<file path="src/rtl/core/aesc_pkg.sv">
// Shared types and constants for the arithmetic expression syntax checker.
`timescale 1ns / 1ps
`default_nettype none
package aesc_pkg;

  // Class of the previous character
  typedef enum logic [2:0] {
    CL_NONE        = 3'd0,
    CL_OTHER       = 3'd1,
    CL_OP          = 3'd2,
    CL_OPEN        = 3'd3,
    CL_CLOSE       = 3'd4,
    CL_CLOSE_FIRST = 3'd5
  } char_class_t;

  // Reported error group, first failing group wins
  typedef enum logic [2:0] {
    ERR_NONE    = 3'd0,
    ERR_OP      = 3'd1,
    ERR_ILLEGAL = 3'd2,
    ERR_BRACKET = 3'd3,
    ERR_DOTS    = 3'd4
  } err_kind_t;

  // Sticky flag bit positions
  localparam int unsigned FL_OP      = 0;
  localparam int unsigned FL_ILLEGAL = 1;
  localparam int unsigned FL_BRACKET = 2;
  localparam int unsigned FL_DOTS    = 3;
  localparam int unsigned FLAG_W     = 4;

  typedef logic [FLAG_W-1:0] err_flags_t;

  // Depth-independent part of the tracking state
  typedef struct packed {
    char_class_t prev_class;
    logic        dot_in_number;
    err_flags_t  flags;
  } track_state_t;

  localparam track_state_t TRACK_RESET = '{
    prev_class:    CL_NONE,
    dot_in_number: 1'b0,
    flags:         '0
  };

  // Character codes
  localparam logic [7:0] CH_PLUS  = 8'h2B;
  localparam logic [7:0] CH_MINUS = 8'h2D;
  localparam logic [7:0] CH_STAR  = 8'h2A;
  localparam logic [7:0] CH_SLASH = 8'h2F;
  localparam logic [7:0] CH_OPEN  = 8'h28;
  localparam logic [7:0] CH_CLOSE = 8'h29;
  localparam logic [7:0] CH_COMMA = 8'h2C;
  localparam logic [7:0] CH_DOT   = 8'h2E;
  localparam logic [7:0] CH_ZERO  = 8'h30;
  localparam logic [7:0] CH_NINE  = 8'h39;

endpackage
`default_nettype wire

</file>
<file path="src/rtl/core/aesc_step.sv">
// Per-character rule checks and tracking state update.
`timescale 1ns / 1ps
`default_nettype none
module aesc_step #(
  parameter int unsigned MAX_DEPTH = 255,
  parameter int unsigned DEPTH_W   = 9
) (
  input  wire logic [7:0]                char_code,
  input  wire logic                      is_last,
  input  wire aesc_pkg::track_state_t    cur,
  input  wire logic signed [DEPTH_W-1:0] depth,
  output aesc_pkg::track_state_t         nxt,
  output logic signed [DEPTH_W-1:0]      depth_nxt,
  output aesc_pkg::err_kind_t            err_kind
);

  localparam logic signed [DEPTH_W-1:0] DEPTH_HI = DEPTH_W'(MAX_DEPTH);
  localparam logic signed [DEPTH_W-1:0] DEPTH_LO = -DEPTH_HI;

  logic                          is_op, is_op_nm, is_open, is_close, is_dot, is_digit;
  aesc_pkg::err_flags_t          fl;
  aesc_pkg::char_class_t         cls;
  logic signed [DEPTH_W-1:0]     d;
  logic                          dot;

  always_comb begin
    is_op_nm = (char_code == aesc_pkg::CH_PLUS) || (char_code == aesc_pkg::CH_STAR) ||
               (char_code == aesc_pkg::CH_SLASH);
    is_op    = is_op_nm || (char_code == aesc_pkg::CH_MINUS);
    is_open  = (char_code == aesc_pkg::CH_OPEN);
    is_close = (char_code == aesc_pkg::CH_CLOSE);
    is_dot   = (char_code == aesc_pkg::CH_DOT) || (char_code == aesc_pkg::CH_COMMA);
    is_digit = (char_code >= aesc_pkg::CH_ZERO) && (char_code <= aesc_pkg::CH_NINE);

    fl = cur.flags;
    // operator placement
    if ((cur.prev_class == aesc_pkg::CL_NONE) && is_op_nm) fl[aesc_pkg::FL_OP] = 1'b1;
    if ((cur.prev_class == aesc_pkg::CL_OP) && is_op)      fl[aesc_pkg::FL_OP] = 1'b1;
    if (is_last && is_op)                                  fl[aesc_pkg::FL_OP] = 1'b1;
    // illegal character
    if (!(is_digit || is_op || is_open || is_close || is_dot))
      fl[aesc_pkg::FL_ILLEGAL] = 1'b1;
    // bracket neighbors
    if ((cur.prev_class == aesc_pkg::CL_OPEN) && is_op_nm) fl[aesc_pkg::FL_BRACKET] = 1'b1;
    if (is_close && (cur.prev_class == aesc_pkg::CL_OP))   fl[aesc_pkg::FL_BRACKET] = 1'b1;
    if (is_open && (cur.prev_class != aesc_pkg::CL_NONE) &&
        (cur.prev_class != aesc_pkg::CL_OP) && (cur.prev_class != aesc_pkg::CL_OPEN))
      fl[aesc_pkg::FL_BRACKET] = 1'b1;
    if ((cur.prev_class == aesc_pkg::CL_CLOSE) && !is_op && !is_close)
      fl[aesc_pkg::FL_BRACKET] = 1'b1;

    // depth, saturating at the limits
    d = depth;
    if (is_open) begin
      if (depth >= DEPTH_HI) fl[aesc_pkg::FL_BRACKET] = 1'b1;
      else                   d = depth + DEPTH_W'(1);
    end else if (is_close) begin
      if (depth <= DEPTH_LO) fl[aesc_pkg::FL_BRACKET] = 1'b1;
      else                   d = depth - DEPTH_W'(1);
    end

    // dots within one number
    dot = cur.dot_in_number;
    if (is_dot) begin
      if (cur.dot_in_number) fl[aesc_pkg::FL_DOTS] = 1'b1;
      dot = 1'b1;
    end else if (is_op || is_open || is_close) begin
      dot = 1'b0;
    end

    if (is_op)         cls = aesc_pkg::CL_OP;
    else if (is_open)  cls = aesc_pkg::CL_OPEN;
    else if (is_close) cls = (cur.prev_class == aesc_pkg::CL_NONE) ?
                             aesc_pkg::CL_CLOSE_FIRST : aesc_pkg::CL_CLOSE;
    else               cls = aesc_pkg::CL_OTHER;

    // unbalanced at end
    if (is_last && (d != '0)) fl[aesc_pkg::FL_BRACKET] = 1'b1;

    if (fl[aesc_pkg::FL_OP])           err_kind = aesc_pkg::ERR_OP;
    else if (fl[aesc_pkg::FL_ILLEGAL]) err_kind = aesc_pkg::ERR_ILLEGAL;
    else if (fl[aesc_pkg::FL_BRACKET]) err_kind = aesc_pkg::ERR_BRACKET;
    else if (fl[aesc_pkg::FL_DOTS])    err_kind = aesc_pkg::ERR_DOTS;
    else                               err_kind = aesc_pkg::ERR_NONE;

    // back to start-of-expression after the last character
    if (is_last) begin
      nxt       = aesc_pkg::TRACK_RESET;
      depth_nxt = '0;
    end else begin
      nxt.prev_class    = cls;
      nxt.dot_in_number = dot;
      nxt.flags         = fl;
      depth_nxt         = d;
    end
  end

endmodule
`default_nettype wire
</file>
<file path="config.mk">
export PLATFORM = sky130hd
export DESIGN_NAME = aesc_step
export DESIGN_NICKNAME = d
export VERILOG_FILES = /design/src/rtl/core/aesc_pkg.sv /design/src/rtl/core/aesc_step.sv
export SDC_FILE = /design/constraint.sdc
export NUM_CORES = 1
export LEC_CHECK = 0
export BUFFER_PORTS_ARGS = -buffer_cell sky130_fd_sc_hd__clkbuf_2
export CAP_MARGIN = 0
export CORE_AREA = 2 2 49 51
export DETAILED_ROUTE_END_ITERATION = 16
export DIE_AREA = 0 0 51 53
export MAX_ROUTING_LAYER = met4
export PLACE_DENSITY = 0.81
export SLEW_MARGIN = 20
export SYNTH_ARGS = -nofsm -noshare
export SYNTH_HDL_FRONTEND = slang
export SYNTH_SLANG_ARGS = --single-unit
</file>
<file path="constraint.sdc">
create_clock -name vclk -period 3.92
set_input_delay 0.392 -clock vclk [all_inputs]
set_output_delay 0.392 -clock vclk [all_outputs]
set_load 0.03 [all_outputs]
</file>
# Word-level counts from Yosys, hierarchy flattened
# Cells that the tools add are included.
classes:
  add_sub_neg: 2
  n_lt_le_gt_ge: 4
  eq_ne: 13
  n_mux: 31
  reduce_logical: 27
op_table:
  columns: ["cell", "n"]
  rows:
  - ["$eq A8 B6 Y1 const B", 8]
  - ["$mux W9", 5]
  - ["$mux W3", 7]
  - ["$mux W1", 18]
  - ["$logic_and A1 B1 Y1", 12]
  - ["$logic_or A1 B1 Y1", 10]
  - ["$add A9 B2 Y9 const B", 1]
  - ["$ge A9 B9 Y1 const B", 1]
  - ["$le A9 B9 Y1 const B", 1]
  - ["$reduce_bool A9 Y1", 1]
  - ["$sub A9 B2 Y9 const B", 1]
  - ["$ge A8 B6 Y1 const B", 1]
  - ["$le A8 B6 Y1 const B", 1]
  - ["$mux W8", 1]
  - ["$eq A3 B2 Y1 const B", 2]
  - ["$ne A3 B2 Y1 const B", 2]
  - ["$eq A3 B3 Y1 const B", 1]
  - ["$logic_not A3 Y1", 1]
  - ["$reduce_bool A3 Y1", 1]
  - ["$logic_not A1 Y1", 2]
word_totals:
  ff_bits: 0
  input_bits: 26
  output_inout_bits: 20
  wordCells: 77

# Longest topological paths before layout
# Gate-level depths: netlist (run 1).
depth:
  ltp_word: 15
  depth_mapped: 15
  ltp_nobuf: 14

# Least setup slack after synthesis (run 1)
# No wires, ideal clock.
synth_timing:
  kind: "input -> output"
  from: "input port depth[2]"
  to: "output port err_kind[0]"
  arrival_time_ns: 3.172
  required_ns: 3.528
  slack_ns: 0.356
  cell_stages: 15
  path_buffers: 1
  path_cell_list: "buf_6 nand4_1 nor2_1 nand2_1 inv_1 ha_1 nor4bb_1 nand2b_1 a2111oi_0 a211oi_1 xor2_1 nand2_1 nand4b_1 nor4_2 o311ai_1"
synth_via:
  elab_chain_cells: 10
synth_lines:
  columns: ["element", "line_no", "rtl"]
  rows:
  - ["start: declaration", "aesc_step.sv:11", "input wire logic signed [DEPTH_W-1:0] depth,"]
  - ["$sub A9 B2 Y9 / $le A9 B9 Y1 (equally long branches)", "aesc_step.sv:59, aesc_step.sv:58", null]
  - ["$mux W9", "aesc_step.sv:58", "if (depth <= DEPTH_LO) fl[aesc_pkg::FL_BRACKET] = 1'b1;"]
  - ["$mux W9", "aesc_step.sv:57", "end else if (is_close) begin"]
  - ["$mux W9", "aesc_step.sv:54", "if (is_open) begin"]
  - ["$reduce_bool A9 Y1", "aesc_step.sv:78", "if (is_last && (d != '0)) fl[aesc_pkg::FL_BRACKET] = 1'b1;"]
  - ["$logic_and A1 B1 Y1", "aesc_step.sv:78", null]
  - ["$mux W1 *", "aesc_step.sv:78", null]
  - ["$mux W3 *", "aesc_step.sv:82", "else if (fl[aesc_pkg::FL_BRACKET]) err_kind = aesc_pkg::ERR_BRACKET;"]
  - ["$mux W3 *", "aesc_step.sv:81", "else if (fl[aesc_pkg::FL_ILLEGAL]) err_kind = aesc_pkg::ERR_ILLEGAL;"]
  - ["$mux W3 *", "aesc_step.sv:80", "if (fl[aesc_pkg::FL_OP]) err_kind = aesc_pkg::ERR_OP;"]
  - ["end: declaration", "aesc_step.sv:14", "output aesc_pkg::err_kind_t err_kind"]
# Every way passes the cells marked *; elsewhere a longest branch is shown, timed or not.

# Worst setup path in the final report (run 1)
layout_timing:
  from: "input port depth[3]"
  to: "output port err_kind[2]"
# Same word-level chain as after synthesis.

==> reports/metrics.cfg, run 1 <==
[power_and_ir_drop]
irDropWorstVdd_uv = 56.2
seq_power_share_pct = 0
power_frac_clock_pct = 0
p_int_mw = 0.0440
p_leak_nw = 0.557
comb_power_share_pct = 100.0
power_switching_mw = 0.0800
p_sw_share_pct = 64.5
p_per_area_nw_per_um2 = 95.1

[floorplanning]
start_util_pct = 48.2
rows = 17
io_pins = 46
dieWidth_um = 51
fp.dieH_um = 53
die_area_sq_um = 2700
core_sq_um = 2150

[place]
gp_congestion = 0.904
port_buffers = 46
placed_cell_area_sq_um = 1280
place_inst = 221
dp_hpwl_um = 2460
post-place-ws_ps = 191

[final_layout]
fillers = 240
final_cell_mix = 46 x clkbuf_2, 25 x nor2_1, 16 x nand2_1
fin_util_pct = 60.7
multi_input_area_sq_um = 978
seqCellArea_sq_um = 0
clock_buffers = 0
final_common_cell = clkbuf_2
finalInstanceArea_sq_um = 1300
post_route_cells_drive_above_1_share_pct = 35.8
n_antenna_cell = 0
area_growth_pct = 26.0
final_net_count = 226
layout.cells.non_filler = 221
nFlopsAndLatches = 0

[sta]
slew_viol_final = 0
max_freq_mhz = 276
setup_ws_ps = 296
final_hold_viol_count = 0
setup_viol = 0
worstMarginPinSlew_ps = 454
timing.final.crit_share_pct = 92.4
relSlewSlack_pct = 69.6
post-route-min-period_ps = 3620

[synth]
synth_area_sq_um = 1030
synth_area_leaders = nor2_1 9.1%, ha_1 6.0%, nand2_1 5.8%
netlist_instances = 149
synth_area_per_cell_sq_um = 6.94
ys_types = 53
synth_nets = 180
seq_area_frac_synth_pct = 0
synth_top_area_share_pct = 9.07
yosys_warnings = 0
synth_top_area_cell = nor2_1

[route]
drc = 0
vias = 1272
wirelength_um = 2980
avgRoutedWirePerCell_um = 13.5
via_per_inst = 5.76
first_pass_iters = 4
ant_nets = 0
drtIter0Drc = 22

[global_routing]
grt_pass1_vias = 1052
grt_util_all_layers_pct = 22.3
grt_overflow = 0
grt_max_degree = 17
antenna_found_initial = 0
grt_pass1_wl_um = 4700

[hold_path]
hold_start = cur[4]
hold_path.class = input port to output port

[worst_setup_path]
worst-setup-path-type = input port to output port
path_max_fanout = 7
cp_data_required_time_ps = 3530
crit_start = depth[3]
worst_setup_path_end_kind = output port
cp-endpoint = err_kind[2]
startpoint_type = input port
cp.arrival_ps = 3230

[status]
outcome = completed

[clock_network]
cts_hold_buf = 0

[run]
cap_violations = 0

[metrics by stage]
stage          setup TNS [ps]  total power [mW]  hold slack (ps)
4_1_cts                     0             0.121             1160
6_report                    0             0.124             1160
5_1_grt                  -116             0.134             1180
3_3_place_gp                0             0.119             1150
3_5_place_dp                0             0.121             1160
2_1_floorplan               0            0.0806             1010
[cells by family (layout without fill, tap and decap cells)]
kind of cell    count (synthesis)  after routing  synth area share, %
xor+xnor                        9              9                 8.34
mux                             2              2                 1.93
buf+inv                        14             58                 7.86
fa+ha+maj                       5              5                 6.05
compound gates                 32             32                 27.4
simple gates                   87             87                 48.4
[synth_stat cells, types with 3 or more instances]
| cell type | count |
|---|---|
| xor2_1 | 5 |
| nor3b_1 | 3 |
| nand3_1 | 4 |
| nor2_1 | 25 |
| ha_1 | 5 |
| nand2_1 | 16 |
| nand2b_1 | 3 |
| nand4_1 | 3 |
| xnor2_1 | 3 |
| a31oi_1 | 3 |
| inv_1 | 8 |
| nor4_2 | 3 |
| nor3_1 | 8 |
| and2_1 | 5 |
| buf_6 | 3 |
| a211oi_1 | 3 |
| a21oi_1 | 5 |
[how the worst min path moves through the flow]
stage | endpoint | slack, ps | cells past startpoint
global route | nxt[4] | 1180 | 4
detailed placement | nxt[4] | 1160 | 4
floorplan | nxt[4] | 1010 | 2
CTS | nxt[4] | 1160 | 4
global placement | nxt[4] | 1150 | 4
finish | nxt[4] | 1160 | 4
[power groups by stage]
stage / Sequential, mW / Combinational, mW / Clock (mW)
after floorplan: 0 / 0.0806 / 0
after global placement: 0 / 0.119 / 0
after detailed placement: 0 / 0.121 / 0
after CTS: 0 / 0.121 / 0
after global routing: 0 / 0.134 / 0
final: 0 / 0.124 / 0
[per-layer routing]
| layer | wire [um] | global-route usage, % | vias to the layer above |
|---|---|---|---|
| met4 | 8 | 0 | 0 |
| li1 | - | - | 636 |
| met3 | 185 | 0.282 | 2 |
| met2 | 1500 | 43.3 | 46 |
| met1 | 1290 | 27.4 | 588 |
| met5 | 0 | - | - |
[area by class of cell]
cell class / count / share of cell area, %
inverter: 8 / 2.30
multi-input combinational: 135 / 75.0
timing repair buffer: 50 / 20.0
tap: 28 / 2.69
[worst max-delay path, stage by stage]
cell and delay (ps):
clkbuf_2 140, nand4_1 170, nor2_1 80, nand2_1 80, inv_1 40, ha_1 340, nor4bb_4 260, nand2b_1 90
a2111oi_1 320, a211oi_1 120, xor2_1 180, nand2_1 60, nand4b_1 230, nor4_4 350, o21a_1 170, clkbuf_2 200
[timing repair]
action,CTS,global route
gates resized for setup,0,4
setup endpoints to repair,0,3
setup buffers,0,0
Note: power is estimated with default switching activity, not from simulation.
==> inputs of run 2 (changes only) <==
--- a/config.mk
+++ b/config.mk
@@ -5,13 +5,15 @@
 export SDC_FILE = /design/constraint.sdc
 export NUM_CORES = 1
 export LEC_CHECK = 0
+export ABC_AREA = 1
 export BUFFER_PORTS_ARGS = -buffer_cell sky130_fd_sc_hd__clkbuf_2
 export CAP_MARGIN = 0
-export CORE_AREA = 2 2 49 51
+export CORE_AREA = 2 2 50 52
 export DETAILED_ROUTE_END_ITERATION = 16
-export DIE_AREA = 0 0 51 53
+export DIE_AREA = 0 0 52 54
 export MAX_ROUTING_LAYER = met4
-export PLACE_DENSITY = 0.81
+export PLACE_DENSITY = 0.82
+export SKIP_LAST_GASP = 1
 export SLEW_MARGIN = 20
 export SYNTH_ARGS = -nofsm -noshare
 export SYNTH_HDL_FRONTEND = slang
==> reports/metrics.cfg, run 2 <==
[status]
outcome = completed

[route]
dr.max_layer_used = met4
avgRoutedWirePerCell_um = 10.8  ; -20%
met3WireLength_um = 315  ; +70%
ant_nets = 0  ; unchanged
wirelength_um = 3180  ; +6.6%
via_per_inst = 5.25  ; -8.8%
first_pass_iters = 4  ; unchanged
wl_met1_um = 1350  ; +5.1%
wl_met2_um = 1500  ; -0.40%
vias = 1548  ; +22%
drc = 0  ; unchanged
drtIter0Drc = 42  ; +91%

[synth]
synth_top_family_by_area = simple AND/OR/NAND/NOR gates
post-synth-top-count-cell = nand2_1
synth_area_sq_um = 1120  ; +8.5%
seq_area_frac_synth_pct = 0  ; unchanged
synth_common_cells = 65 x nand2_1, 29 x inv_1, 28 x nor2_1
netlist_instances = 225  ; +51%
yosys_warnings = 0  ; unchanged
synth_xor_xnor_area_share_pct = 1.56  ; -6.8 points
synth_compound_area_share_pct = 11.4  ; -16 points
synth_nets = 256  ; +42%
synth_top_area_cell = nand2_1
synth_top_area_share_pct = 21.7  ; +13 points
synth_simple_gate_area_share_pct = 65.7  ; +17 points
synth_area_leaders = nand2_1 22%, nand3_1 11%, inv_1 9.7%
ys_types = 31  ; -42%
yosys.area_share.adder_pct = 5.57  ; -0.47 points
synth_area_per_cell_sq_um = 4.99  ; -28%
synth_mux_area_share_pct = 0  ; -1.9 points

[worst_setup_path]
cp.arrival_ps = 2830  ; -400 ps
worst-setup-path-type = input port to output port
cp_data_required_time_ps = 3530  ; about the same
crit_slowest_cell = ha_1
worstPathCellList = clkbuf_2 -> ha_1 -> nand2_1 -> nor2_4 -> nand2_4 -> inv_1 -> ha_1 -> inv_1 -> nand3_1 -> nand2_2 -> nand2_2 -> nand3_2 -> nand2_2 -> nand2_1 -> nand2_1 -> nand2_1 -> nor2_1 -> nand2_1 -> nor2_1 -> nand2_1 -> nand2_2 -> nand3_2 -> nor2_1 -> clkbuf_2
crit_top_cell = nand2_1
startpoint_type = input port
worst_setup_path_end_kind = output port
cpPeakStageDelay_ps = 290  ; -60 ps
path_max_fanout = 11  ; +4

[final_layout]
clock_buffers = 0  ; unchanged
multi_input_area_sq_um = 945  ; -3.5%
area_growth_pct = 19.7
final_net_count = 298  ; +32%
nFlopsAndLatches = 0  ; unchanged
post_route_cells_drive_above_1_share_pct = 27.9  ; -7.8 points
seqCellArea_sq_um = 0  ; unchanged
fillers = 272  ; +13%
final_cell_mix = 65 x nand2_1, 46 x clkbuf_2, 29 x inv_1
n_antenna_cell = 0  ; unchanged
final_common_cell = nand2_1

[global_routing]
grt_util_all_layers_pct = 22.8  ; +0.49 points
grt_pass1_vias = 1187  ; +13%
grt_overflow = 0  ; unchanged
grt_pass1_wl_um = 4960  ; +5.6%
antenna_found_initial = 0  ; unchanged
grt_max_degree = 20  ; +3

[place]
dp_hpwl_um = 2660  ; +8.1%
gp_congestion = 0.944  ; +4.5%
port_buffers = 46  ; unchanged

[sta]
relSlewSlack_pct = 75.1  ; +5.5 points
hold_ws_ps = 1160  ; -1.60 ps
tns_ps = 0  ; unchanged
final_hold_viol_count = 0  ; unchanged
worstMarginPinSlew_ps = 371  ; -83.1 ps
slew_viol_final = 0  ; unchanged
max_freq_mhz = 311  ; +13%
post-route-min-period_ps = 3220  ; -406 ps
timing.final.crit_share_pct = 82.1  ; -10 points
rsz0062_at_grt = false
setup_viol = 0  ; unchanged

[run]
cap_violations = 0  ; unchanged

[power_and_ir_drop]
irDropWorstVdd_uv = 42.8  ; -24%
p_leak_nw = 0.810  ; +45%
p_per_area_nw_per_um2 = 87.7  ; -7.8%

[floorplanning]
fp.dieH_um = 54  ; +1.9%
start_util_pct = 48.4  ; +0.22 points
die_area_sq_um = 2810  ; +3.9%
io_pins = 46  ; unchanged
rows = 18  ; +1
dieWidth_um = 52  ; +2.0%
core_sq_um = 2320  ; +8.0%

[hold_path]
hold_path.class = input port to output port
hold_depth = 4  ; unchanged
holdPathEnd = nxt[4]
hold_start = cur[4]

[clock_network]
cts_hold_buf = 0  ; unchanged
cts_resized = 0  ; unchanged
post_cts_buffers = 0  ; unchanged

run 2: cell types whose count changed in the layout (fill, tap and decap cells not counted), sizes merged, moves of 4 or more:
cell and change:
nand3 +22, nor4 -4, buf -4, and2 -6, a21oi +5, xor2 -4
nor2 +9, inv +27, nand2 +60, nor3b -4
run 2: critical path, delay by kind of cell:
family | cells | cell delay, ps
buffers and inverters | 4 | 460
AND/OR/NAND/NOR | 18 | 1430
adder cells (fa/ha/maj) | 2 | 530
run 2: worst max path at each step:
stage / slack (ps) / to / cells after the start / from
after floorplan: 950 / err_kind[2] / 22 / depth[0]
after global placement: 780 / err_kind[2] / 24 / depth[0]
after detailed placement: 710 / err_kind[2] / 24 / depth[0]
after CTS: 700 / err_kind[2] / 24 / depth[0]
after global routing: 370 / err_kind[2] / 24 / depth[0]
final: 700 / err_kind[2] / 24 / depth[0]
run 2: where the power goes:
part	switching, mW	internal (mW)
clock network	0	0
logic	0.0797	0.0382
registers	0	0
run 2: metrics by stage:
stage,power (mW),std cells,util (%),instance area [sq um],setup WS [ps]
floorplan,0.0790,225,-,1120,952
global route,0.129,295,57.9,1340,369
CTS,0.117,295,57.9,1340,699
finish,0.118,295,57.9,1340,702
detailed placement,0.117,295,57.9,1340,708
global placement,0.115,295,57.9,1340,779
run 2: cells by family after synthesis:
| logic type | Yosys count |
|---|---|
| xor+xnor | 2 |
| fa+ha+maj | 5 |
| simple gates | 155 |
| compound gates | 22 |
| buf+inv | 41 |
run 2: layout make-up:
type                       count  share of cell area (%)
multi-input combinational    184                    70.3
timing repair buffer          46                    17.1
tap                           30                    2.79
inverter                      35                    9.78
run 2: metal layers:
layer	global-route usage [%]	up-vias
met1	31.7	673
met5	-	-
met4	2.63	0
met2	37.8	72
met3	0.556	3
li1	-	800
